**config.mk**
```make
export PLATFORM = sky130hd
export DESIGN_NAME = sha1_message_hasher_top
export DESIGN_NICKNAME = d
export VERILOG_FILES = /design/src/sha1_pkg.sv /design/src/sha1_datapath.sv /design/src/sha1_ctrl.sv /design/src/sha1_message_hasher_top.sv
export SDC_FILE = /design/constraint.sdc
export NUM_CORES = 2
export LEC_CHECK = 0
export ABC_AREA = 1
export BUFFER_PORTS_ARGS = -buffer_cell sky130_fd_sc_hd__buf_2
export CELL_PAD_IN_SITES_DETAIL_PLACEMENT = 0
export CELL_PAD_IN_SITES_GLOBAL_PLACEMENT = 2
export CORE_ASPECT_RATIO = 0.6
export CORE_MARGIN = 2
export CORE_UTILIZATION = 40
export DETAILED_ROUTE_END_ITERATION = 16
export PLACE_DENSITY_LB_ADDON = 0.1
export SLEW_MARGIN = 20
export SYNTH_ARGS = -nofsm -noshare
export SYNTH_HDL_FRONTEND = slang
export SYNTH_SLANG_ARGS = --single-unit
export TNS_END_PERCENT = 20
```
**constraint.sdc**
```tcl
create_clock -name clk -period 18.41 [get_ports clk]
set_clock_uncertainty 0.1 [all_clocks]
set_input_delay 2.7615 -clock clk [delete_from_list [all_inputs] [get_ports clk]]
set_output_delay 2.7615 -clock clk [all_outputs]
set_load 0.01 [all_outputs]
```
**src/sha1_pkg.sv**
```systemverilog
// ============================================================================
// sha1_pkg
// Shared types, constants and round functions for the SHA-1 message hasher.
// ============================================================================
package sha1_pkg;

    localparam int WORD_W    = 32;
    localparam int BLOCK_W   = 512;
    localparam int ROUND_W   = 7;
    localparam int POS_W     = 6;
    localparam int COUNT_W   = 61;
    localparam int LEN_W     = 64;
    localparam int WSEL_W    = 3;
    localparam int NUM_WORDS = 5;

    localparam logic [ROUND_W-1:0] LAST_ROUND = 7'd79;
    localparam logic [POS_W-1:0]   LAST_POS   = 6'd63;
    localparam logic [WSEL_W-1:0]  LAST_WORD  = 3'd4;

    localparam logic [7:0] PAD_BYTE = 8'h80;

    // Initial chaining value
    localparam logic [WORD_W-1:0] IV0 = 32'h67452301;
    localparam logic [WORD_W-1:0] IV1 = 32'hefcdab89;
    localparam logic [WORD_W-1:0] IV2 = 32'h98badcfe;
    localparam logic [WORD_W-1:0] IV3 = 32'h10325476;
    localparam logic [WORD_W-1:0] IV4 = 32'hc3d2e1f0;

    // Round constants
    localparam logic [WORD_W-1:0] K0 = 32'h5a827999;
    localparam logic [WORD_W-1:0] K1 = 32'h6ed9eba1;
    localparam logic [WORD_W-1:0] K2 = 32'h8f1bbcdc;
    localparam logic [WORD_W-1:0] K3 = 32'hca62c1d6;

    // Source of the byte shifted into the block buffer
    typedef enum logic [1:0] {
        BSEL_DATA  = 2'd0,
        BSEL_PAD   = 2'd1,
        BSEL_ZERO  = 2'd2,
        BSEL_LEN   = 2'd3
    } byte_sel_t;

    // Controller to datapath commands
    typedef struct packed {
        logic               shift_byte;
        byte_sel_t          byte_sel;
        logic               count_en;
        logic               load_len;
        logic               load_work;
        logic               round_en;
        logic [ROUND_W-1:0] round;
        logic               add_en;
        logic               init_en;
        logic [WSEL_W-1:0]  word_sel;
    } dp_cmd_t;

    // Datapath to controller status
    typedef struct packed {
        logic [POS_W-1:0] pos;
    } dp_stat_t;

    function automatic logic [WORD_W-1:0] sha1_k(input logic [ROUND_W-1:0] rnd);
        logic [WORD_W-1:0] k;
        begin
            if (rnd < 7'd20)
                k = K0;
            else if (rnd < 7'd40)
                k = K1;
            else if (rnd < 7'd60)
                k = K2;
            else
                k = K3;
            return k;
        end
    endfunction

    function automatic logic [WORD_W-1:0] sha1_f(input logic [ROUND_W-1:0] rnd,
                                                 input logic [WORD_W-1:0]  b,
                                                 input logic [WORD_W-1:0]  c,
                                                 input logic [WORD_W-1:0]  d);
        logic [WORD_W-1:0] f;
        begin
            if (rnd < 7'd20)
                f = (b & c) | (~b & d);
            else if (rnd < 7'd40)
                f = b ^ c ^ d;
            else if (rnd < 7'd60)
                f = (b & c) | (b & d) | (c & d);
            else
                f = b ^ c ^ d;
            return f;
        end
    endfunction

endpackage

```
**src/sha1_datapath.sv**
```systemverilog
// ============================================================================
// sha1_datapath
// Block buffer / message schedule window, round unit, chaining value,
// byte count and length register.
// ============================================================================
module sha1_datapath
    import sha1_pkg::*;
(
    input  logic                clk,
    input  logic                rst_n,
    input  dp_cmd_t             cmd,
    output dp_stat_t            stat,
    input  logic [7:0]          data_byte,
    output logic [WORD_W-1:0]   digest_word
);

    // 512-bit buffer; oldest word in the top bits, doubles as schedule window
    logic [BLOCK_W-1:0] buf_reg;
    logic [BLOCK_W-1:0] buf_next;
    logic [LEN_W-1:0]   len_reg;
    logic [LEN_W-1:0]   len_next;
    logic [POS_W-1:0]   pos_reg;
    logic [COUNT_W-1:0] count_reg;
    logic [WORD_W-1:0]  chain_reg [NUM_WORDS];
    logic [WORD_W-1:0]  a_reg, b_reg, c_reg, d_reg, e_reg;

    logic [7:0]         byte_in;
    logic [WORD_W-1:0]  w0, w2, w8, w13, w_mix, w_new;
    logic [WORD_W-1:0]  temp;

    // Byte source select
    always_comb
    begin
        unique case (cmd.byte_sel)
            BSEL_DATA: byte_in = data_byte;
            BSEL_PAD:  byte_in = PAD_BYTE;
            BSEL_ZERO: byte_in = 8'h00;
            BSEL_LEN:  byte_in = len_reg[LEN_W-1 -: 8];
            default:   byte_in = 8'h00;
        endcase
    end

    // Schedule taps: w[t], w[t+2], w[t+8], w[t+13]
    assign w0    = buf_reg[BLOCK_W-1 -: WORD_W];
    assign w2    = buf_reg[BLOCK_W-1-2*WORD_W -: WORD_W];
    assign w8    = buf_reg[BLOCK_W-1-8*WORD_W -: WORD_W];
    assign w13   = buf_reg[BLOCK_W-1-13*WORD_W -: WORD_W];
    assign w_mix = w13 ^ w8 ^ w2 ^ w0;
    assign w_new = {w_mix[WORD_W-2:0], w_mix[WORD_W-1]};

    // One round
    assign temp = {a_reg[WORD_W-6:0], a_reg[WORD_W-1 -: 5]}
                + sha1_f(cmd.round, b_reg, c_reg, d_reg)
                + e_reg + w0 + sha1_k(cmd.round);

    // Buffer and length next values
    always_comb
    begin
        buf_next = buf_reg;
        if (cmd.shift_byte)
            buf_next = {buf_reg[BLOCK_W-9:0], byte_in};
        else if (cmd.round_en)
            buf_next = {buf_reg[BLOCK_W-WORD_W-1:0], w_new};

        len_next = len_reg;
        if (cmd.load_len)
            len_next = {count_reg, 3'b000};
        else if (cmd.shift_byte && cmd.byte_sel == BSEL_LEN)
            len_next = {len_reg[LEN_W-9:0], 8'h00};
    end

    // Payload registers
    always_ff @(posedge clk)
    begin
        buf_reg <= buf_next;
        len_reg <= len_next;
        if (cmd.load_work)
        begin
            a_reg <= chain_reg[0];
            b_reg <= chain_reg[1];
            c_reg <= chain_reg[2];
            d_reg <= chain_reg[3];
            e_reg <= chain_reg[4];
        end
        else if (cmd.round_en)
        begin
            a_reg <= temp;
            b_reg <= a_reg;
            c_reg <= {b_reg[1:0], b_reg[WORD_W-1:2]};
            d_reg <= c_reg;
            e_reg <= d_reg;
        end
    end

    // Chaining value, byte count and buffer fill position
    always_ff @(posedge clk or negedge rst_n)
    begin
        if (!rst_n)
        begin
            chain_reg[0] <= IV0;
            chain_reg[1] <= IV1;
            chain_reg[2] <= IV2;
            chain_reg[3] <= IV3;
            chain_reg[4] <= IV4;
            count_reg    <= '0;
            pos_reg      <= '0;
        end
        else
        begin
            if (cmd.init_en)
            begin
                chain_reg[0] <= IV0;
                chain_reg[1] <= IV1;
                chain_reg[2] <= IV2;
                chain_reg[3] <= IV3;
                chain_reg[4] <= IV4;
                count_reg    <= '0;
            end
            else
            begin
                if (cmd.add_en)
                begin
                    chain_reg[0] <= chain_reg[0] + a_reg;
                    chain_reg[1] <= chain_reg[1] + b_reg;
                    chain_reg[2] <= chain_reg[2] + c_reg;
                    chain_reg[3] <= chain_reg[3] + d_reg;
                    chain_reg[4] <= chain_reg[4] + e_reg;
                end
                if (cmd.count_en)
                    count_reg <= count_reg + 1'b1;
            end
            if (cmd.shift_byte)
                pos_reg <= pos_reg + 1'b1;
        end
    end

    // Digest word select
    always_comb
    begin
        unique case (cmd.word_sel)
            3'd0:    digest_word = chain_reg[0];
            3'd1:    digest_word = chain_reg[1];
            3'd2:    digest_word = chain_reg[2];
            3'd3:    digest_word = chain_reg[3];
            default: digest_word = chain_reg[4];
        endcase
    end

    assign stat.pos = pos_reg;

endmodule

```
**src/sha1_ctrl.sv**
```systemverilog
// ============================================================================
// sha1_ctrl
// Sequencer: byte intake, padding, 80-round compression and digest output.
// ============================================================================
module sha1_ctrl
    import sha1_pkg::*;
(
    input  logic              clk,
    input  logic              rst_n,
    input  logic              s_tvalid,
    output logic              s_tready,
    input  logic              byte_valid,
    input  logic              end_msg,
    output logic              m_tvalid,
    input  logic              m_tready,
    output logic [WSEL_W-1:0] word_index,
    output logic              last_word,
    output dp_cmd_t           cmd,
    input  dp_stat_t          stat
);

    typedef enum logic [5:0] {
        ST_IDLE     = 6'b000001,
        ST_PAD_ONE  = 6'b000010,
        ST_PAD_FILL = 6'b000100,
        ST_ROUND    = 6'b001000,
        ST_ADD      = 6'b010000,
        ST_OUT      = 6'b100000
    } state_t;

    state_t             state_reg, state_next;
    state_t             ret_reg, ret_next;
    logic [ROUND_W-1:0] round_reg, round_next;
    logic [WSEL_W-1:0]  word_reg, word_next;
    logic               extra_reg, extra_next;
    logic               pos_last;
    logic               pos_tail;

    assign pos_last = (stat.pos == LAST_POS);
    assign pos_tail = (stat.pos[POS_W-1 -: 3] == 3'b111);

    // Next state and command decode
    always_comb
    begin
        state_next = state_reg;
        ret_next   = ret_reg;
        round_next = round_reg;
        word_next  = word_reg;
        extra_next = extra_reg;
        s_tready   = 1'b0;
        m_tvalid   = 1'b0;

        cmd            = '0;
        cmd.byte_sel   = BSEL_DATA;
        cmd.round      = round_reg;
        cmd.word_sel   = word_reg;

        unique case (state_reg)
            ST_IDLE:
            begin
                s_tready = 1'b1;
                if (s_tvalid)
                begin
                    if (byte_valid)
                    begin
                        cmd.shift_byte = 1'b1;
                        cmd.count_en   = 1'b1;
                    end
                    if (byte_valid && pos_last)
                    begin
                        cmd.load_work = 1'b1;
                        round_next    = '0;
                        state_next    = ST_ROUND;
                        ret_next      = end_msg ? ST_PAD_ONE : ST_IDLE;
                    end
                    else if (end_msg)
                        state_next = ST_PAD_ONE;
                end
            end

            ST_PAD_ONE:
            begin
                cmd.shift_byte = 1'b1;
                cmd.byte_sel   = BSEL_PAD;
                cmd.load_len   = 1'b1;
                if (pos_last)
                begin
                    // marker fills the block: zeros and length go in a new one
                    extra_next    = 1'b0;
                    cmd.load_work = 1'b1;
                    round_next    = '0;
                    ret_next      = ST_PAD_FILL;
                    state_next    = ST_ROUND;
                end
                else
                begin
                    extra_next = pos_tail;
                    state_next = ST_PAD_FILL;
                end
            end

            ST_PAD_FILL:
            begin
                cmd.shift_byte = 1'b1;
                cmd.byte_sel   = (pos_tail && !extra_reg) ? BSEL_LEN : BSEL_ZERO;
                if (pos_last)
                begin
                    cmd.load_work = 1'b1;
                    round_next    = '0;
                    ret_next      = extra_reg ? ST_PAD_FILL : ST_OUT;
                    extra_next    = 1'b0;
                    state_next    = ST_ROUND;
                end
            end

            ST_ROUND:
            begin
                cmd.round_en = 1'b1;
                round_next   = round_reg + 1'b1;
                if (round_reg == LAST_ROUND)
                    state_next = ST_ADD;
            end

            ST_ADD:
            begin
                cmd.add_en = 1'b1;
                word_next  = '0;
                state_next = ret_reg;
            end

            ST_OUT:
            begin
                m_tvalid = 1'b1;
                if (m_tready)
                begin
                    if (word_reg == LAST_WORD)
                    begin
                        cmd.init_en = 1'b1;
                        word_next   = '0;
                        state_next  = ST_IDLE;
                    end
                    else
                        word_next = word_reg + 1'b1;
                end
            end

            default:
            begin
                state_next = ST_IDLE;
            end
        endcase
    end

    assign word_index = word_reg;
    assign last_word  = (word_reg == LAST_WORD);

    // Control registers
    always_ff @(posedge clk or negedge rst_n)
    begin
        if (!rst_n)
        begin
            state_reg <= ST_IDLE;
            ret_reg   <= ST_IDLE;
            round_reg <= '0;
            word_reg  <= '0;
            extra_reg <= 1'b0;
        end
        else
        begin
            state_reg <= state_next;
            ret_reg   <= ret_next;
            round_reg <= round_next;
            word_reg  <= word_next;
            extra_reg <= extra_next;
        end
    end

endmodule

```
**src/sha1_message_hasher_top.sv**
```systemverilog
// ============================================================================
// sha1_message_hasher_top
// SHA-1 hasher fed one message byte per request; emits the 160-bit digest
// as five 32-bit words at end of message.
//
// Channel  Dir  tdata               tuser           tlast
// s_*      in   data_byte[7:0]      byte_valid      end_of_message
// m_*      out  digest_word[31:0]   word_index[2:0] last_word
//
// A message byte is shifted in when accepted. The 64th byte of a block starts
// the shared round unit: 80 rounds plus one chaining add, with s_tready low.
// End of message shifts the pad bytes in one per cycle outside compressions
// (at most 64, or 72 when the length needs an extra block), runs one or two
// compressions, then offers the five digest words.
// rst_n is asynchronous and loads the initial chaining value.
// ============================================================================
module sha1_message_hasher_top
    import sha1_pkg::*;
(
    input  logic         clk,
    input  logic         rst_n,
    input  logic         s_tvalid,
    output logic         s_tready,
    input  logic [7:0]   s_tdata,   // [7:0] data_byte
    input  logic         s_tuser,   // [0] byte_valid
    input  logic         s_tlast,
    output logic         m_tvalid,
    input  logic         m_tready,
    output logic [31:0]  m_tdata,   // [31:0] digest_word
    output logic [2:0]   m_tuser,   // [2:0] word_index
    output logic         m_tlast
);

    dp_cmd_t  cmd;
    dp_stat_t stat;

    // Sequencer
    sha1_ctrl u_ctrl
    (
        .clk        (clk),
        .rst_n      (rst_n),
        .s_tvalid   (s_tvalid),
        .s_tready   (s_tready),
        .byte_valid (s_tuser),
        .end_msg    (s_tlast),
        .m_tvalid   (m_tvalid),
        .m_tready   (m_tready),
        .word_index (m_tuser),
        .last_word  (m_tlast),
        .cmd        (cmd),
        .stat       (stat)
    );

    // Datapath
    sha1_datapath u_datapath
    (
        .clk         (clk),
        .rst_n       (rst_n),
        .cmd         (cmd),
        .stat        (stat),
        .data_byte   (s_tdata),
        .digest_word (m_tdata)
    );

endmodule

```
==> flow_metrics.env <==
export IMPL_outcome="complete, no violations"
export IMPL_synth_most_common_cell="nand2_1"
export IMPL_final_antenna_net_count=0
export IMPL_crit_chain="buf_2 -> nand2_1 -> nor2_4 -> buf_4 -> nor2_4 -> buf_4 -> nand2_4 -> buf_4 -> buf_4 -> buf_4 -> buf_4"
export IMPL_finalWorstPathRequiredPeriod_ps=7790
export IMPL_cts_tree="done"
export IMPL_min_from="u_datapath.stat[3]"
export IMPL_syn_area_mm2=0.0610
export IMPL_largest_reg_flops=512
export IMPL_hold_buffers=0
export IMPL_clkSinkCount=981
export IMPL_p_int_mw=6.85
export IMPL_ir_worst_vdd_mv=0.192
export IMPL_drv_cap=0
export IMPL_wl_per_cell_um=25.1
export IMPL_syn_inst=7581
export IMPL_die_area_mm2=0.156
export IMPL_cts_buffer_depth=3
export IMPL_vias=52623
export IMPL_leakage_nw=30.2
export IMPL_ys_seq_area_frac=0.464
export IMPL_rr_worst_depth=11
export IMPL_power_density_mw_per_mm2=196
export IMPL_clk_pin_slew_ps=60
export IMPL_cts_resized=0
export IMPL_cp_arrival_ps=8050
export IMPL_syn_nets=7947
export IMPL_seq_power_share=0.332
export IMPL_ys_flop_type="edfxtp_1"
export IMPL_holdPathEnd="u_datapath.stat[3]"
export IMPL_cpLargestDelayFamily="buffers and inverters"
export IMPL_crit_path_start_kind="primary input"
export IMPL_drtIter0Drc=7438
export IMPL_synth_top_area_share=0.361
export IMPL_ioPinCount=52
export IMPL_grt_pass1_wl_mm=345
export IMPL_yosysTopAreaCell="edfxtp_1"
export IMPL_switching_share=0.475
export IMPL_cp_required_ps=18660
export IMPL_root_buffer="clkbuf_16"
export IMPL_synthArstFlopShare=0.253
export IMPL_worstSkewPairLatency_ps=760
export IMPL_totalWireLength_mm=243
export IMPL_synth_avg_cell_area_um2=8.04
export IMPL_setup_tns_ps=0
export IMPL_start_util=0.405
export IMPL_worst_path_max_fanout=89
export IMPL_synth_area_leaders="edfxtp_1 36%, nand2_1 18%, dfrtp_1 6.8%"
export IMPL_rr_startpoint="u_ctrl.state_reg[4]"
export IMPL_fin_total_pwr_mw=13.0
export IMPL_coreArea_mm2=0.151
export IMPL_fillCellCount=15305
export IMPL_crit_path_start="s_tvalid"
export IMPL_grt_pass1_vias=46995
export IMPL_synth_fa_ha_area_frac=0.0875
export IMPL_holdCritPathClass="flop to flop"
export IMPL_relSlewSlack=0.0903
export IMPL_report_final_slew_viol_count=0
export IMPL_fin_nets=7931
export IMPL_switching_power_mw=6.19
export IMPL_crit_path_end_kind="flop"
export IMPL_whs_path_depth=1
export IMPL_place_hpwl_mm=188
export IMPL_synth_edf_count=733
export IMPL_path_common_cell="buf_4"
export IMPL_cts_max_level=3
export IMPL_rsz0062_at_grt="no"
export IMPL_timing_fmax_mhz=128
export IMPL_crit_type="primary input to flop"
export IMPL_globalplace_congestion=1.06
export IMPL_antenna_found_initial=9
export IMPL_ys_ff_latch=981
export IMPL_reg2reg_slack_ps=11880
export IMPL_drive_gt1_frac=0.0533
export IMPL_post_cts_setup_buffers=0
export IMPL_fin_crit_sh=0.423
export IMPL_r2r_end="u_datapath.buf_reg[157]"
export IMPL_drc=0
export IMPL_synth_xor_area_frac=0.0238
export IMPL_crit_slowest_cell="buf_4"
export IMPL_die_h_um=306
export IMPL_dr_pass1_iters=6
export IMPL_setup_viol=0
export IMPL_combPwrFrac=0.501
export IMPL_area_growth_pct=9.16
export IMPL_rows=110
export IMPL_clock_power_share=0.167
export IMPL_yosys_warnings=0
export IMPL_tightest_slew_ps=1360
export IMPL_synth_top_family_by_area="simple AND/OR/NAND/NOR gates"
export IMPL_yosys_top_cells_count="2,936 x nand2_1, 881 x inv_1, 733 x edfxtp_1"
export IMPL_yosys_area_share_simple=0.264
export IMPL_grt_remaining_overflow=0
export IMPL_io_buffers=51
export IMPL_finalHoldViolCount=0
export IMPL_grt_usage=0.308
export IMPL_die_w_um=508
export IMPL_cts_buffers=103
export IMPL_synth_compound_area_frac=0.0860
export IMPL_grt_max_degree=221
export IMPL_max_stage_delay_ps=880
export IMPL_synthDistinctLibCells=56
export IMPL_synthMuxAreaShare=0.000923
export IMPL_timing_critical_path_buf_inv=7
export IMPL_viasPerCell=5.44
## cell type report
cell class	count	area (um^2)	share of cell area
diodes	1	2.50	0.0000376
clock buffers	134	2770	0.0415
clock inverters	60	591	0.00887
inverters	892	3370	0.0506
multi-input cells	5475	28300	0.425
flip-flops and latches	981	28300	0.425
well taps	2016	2520	0.0379
repair buffers	112	739	0.0111
## kinds of logic (layout without fill, tap and decap cells)
| kind of cell | count (synthesis) | count (layout) |
|---|---|---|
| xor+xnor | 166 | 166 |
| other cells | 0 | 1 |
| compound gates | 958 | 958 |
| buf+inv | 1125 | 1198 |
| flops | 981 | 981 |
| fa+ha+maj | 352 | 352 |
| mux | 5 | 5 |
| simple gates | 3994 | 3994 |
## per-layer routing
metal	vias up	share of wire	track usage	wire [um]
li1	24656	-	-	-
met1	25456	0.53	0.530	128000
met2	2338	0.32	0.329	77500
met5	-	0.0014	0.0133	344
met4	10	0.012	0.0405	2890
met3	163	0.14	0.136	34400
## how the worst max path moves through the flow
stage	endpoint	slack, ps	depth (start not counted)
floorplan	u_datapath.buf_reg[0]	3000	6
global route	u_datapath.buf_reg[157]	10150	11
global placement	u_datapath.buf_reg[361]	9780	11
detailed placement	u_datapath.buf_reg[317]	9790	11
CTS	u_datapath.buf_reg[361]	10590	11
finish	u_datapath.buf_reg[157]	10620	11
## cells in the final DEF (no fill, tap or decap), types with 8 or more instances in the layout
master     synthesis  final
nand2_1         2936   2934
inv_1            881    880
edfxtp_1         733    733
o21ai_0          460    459
nor2_1           460    458
nand3_1          343    342
a21oi_1          279    279
ha_1             228    228
dfrtp_1          166    166
fa_1             124    124
clkbuf_16          0    104
nand4_1           98     98
xnor2_1           91     91
o22ai_1           85     85
dfstp_2           82     82
nor3_1            78     78
xor2_1            75     75
buf_4             25     59
buf_2            122     50
a221oi_1          32     32
o21ai_1           30     31
clkbuf_1          81     25
clkinv_1           1     22
o21bai_1          22     22
clkinv_2           0     20
nand3b_1          19     19
or2_2             18     18
o221ai_1          11     11
bufinv_16          0      9
nor4_1             8      8
## per-stage QoR
stage,utilization,std cells,hold WS [ps],setup slack (ps),instance area [um^2]
after floorplan,-,7581,353,3000,61000
after global placement,0.419,9476,383,9780,63200
after detailed placement,0.419,9476,387,9790,63200
after CTS,0.442,9670,395,10590,66600
after global routing,0.442,9670,411,10150,66600
final,0.442,9671,396,10620,66600
## power by group through the flow
stage	clock, mW	combinational [mW]	sequential [mW]
2_1_floorplan	0	4.20	4.48
3_3_place_gp	0	6.31	4.36
3_5_place_dp	0	6.34	4.36
4_1_cts	2.21	6.36	4.33
5_1_grt	2.29	7.25	4.43
6_report	2.17	6.53	4.33
Note: power is estimated with default switching activity, not from simulation.
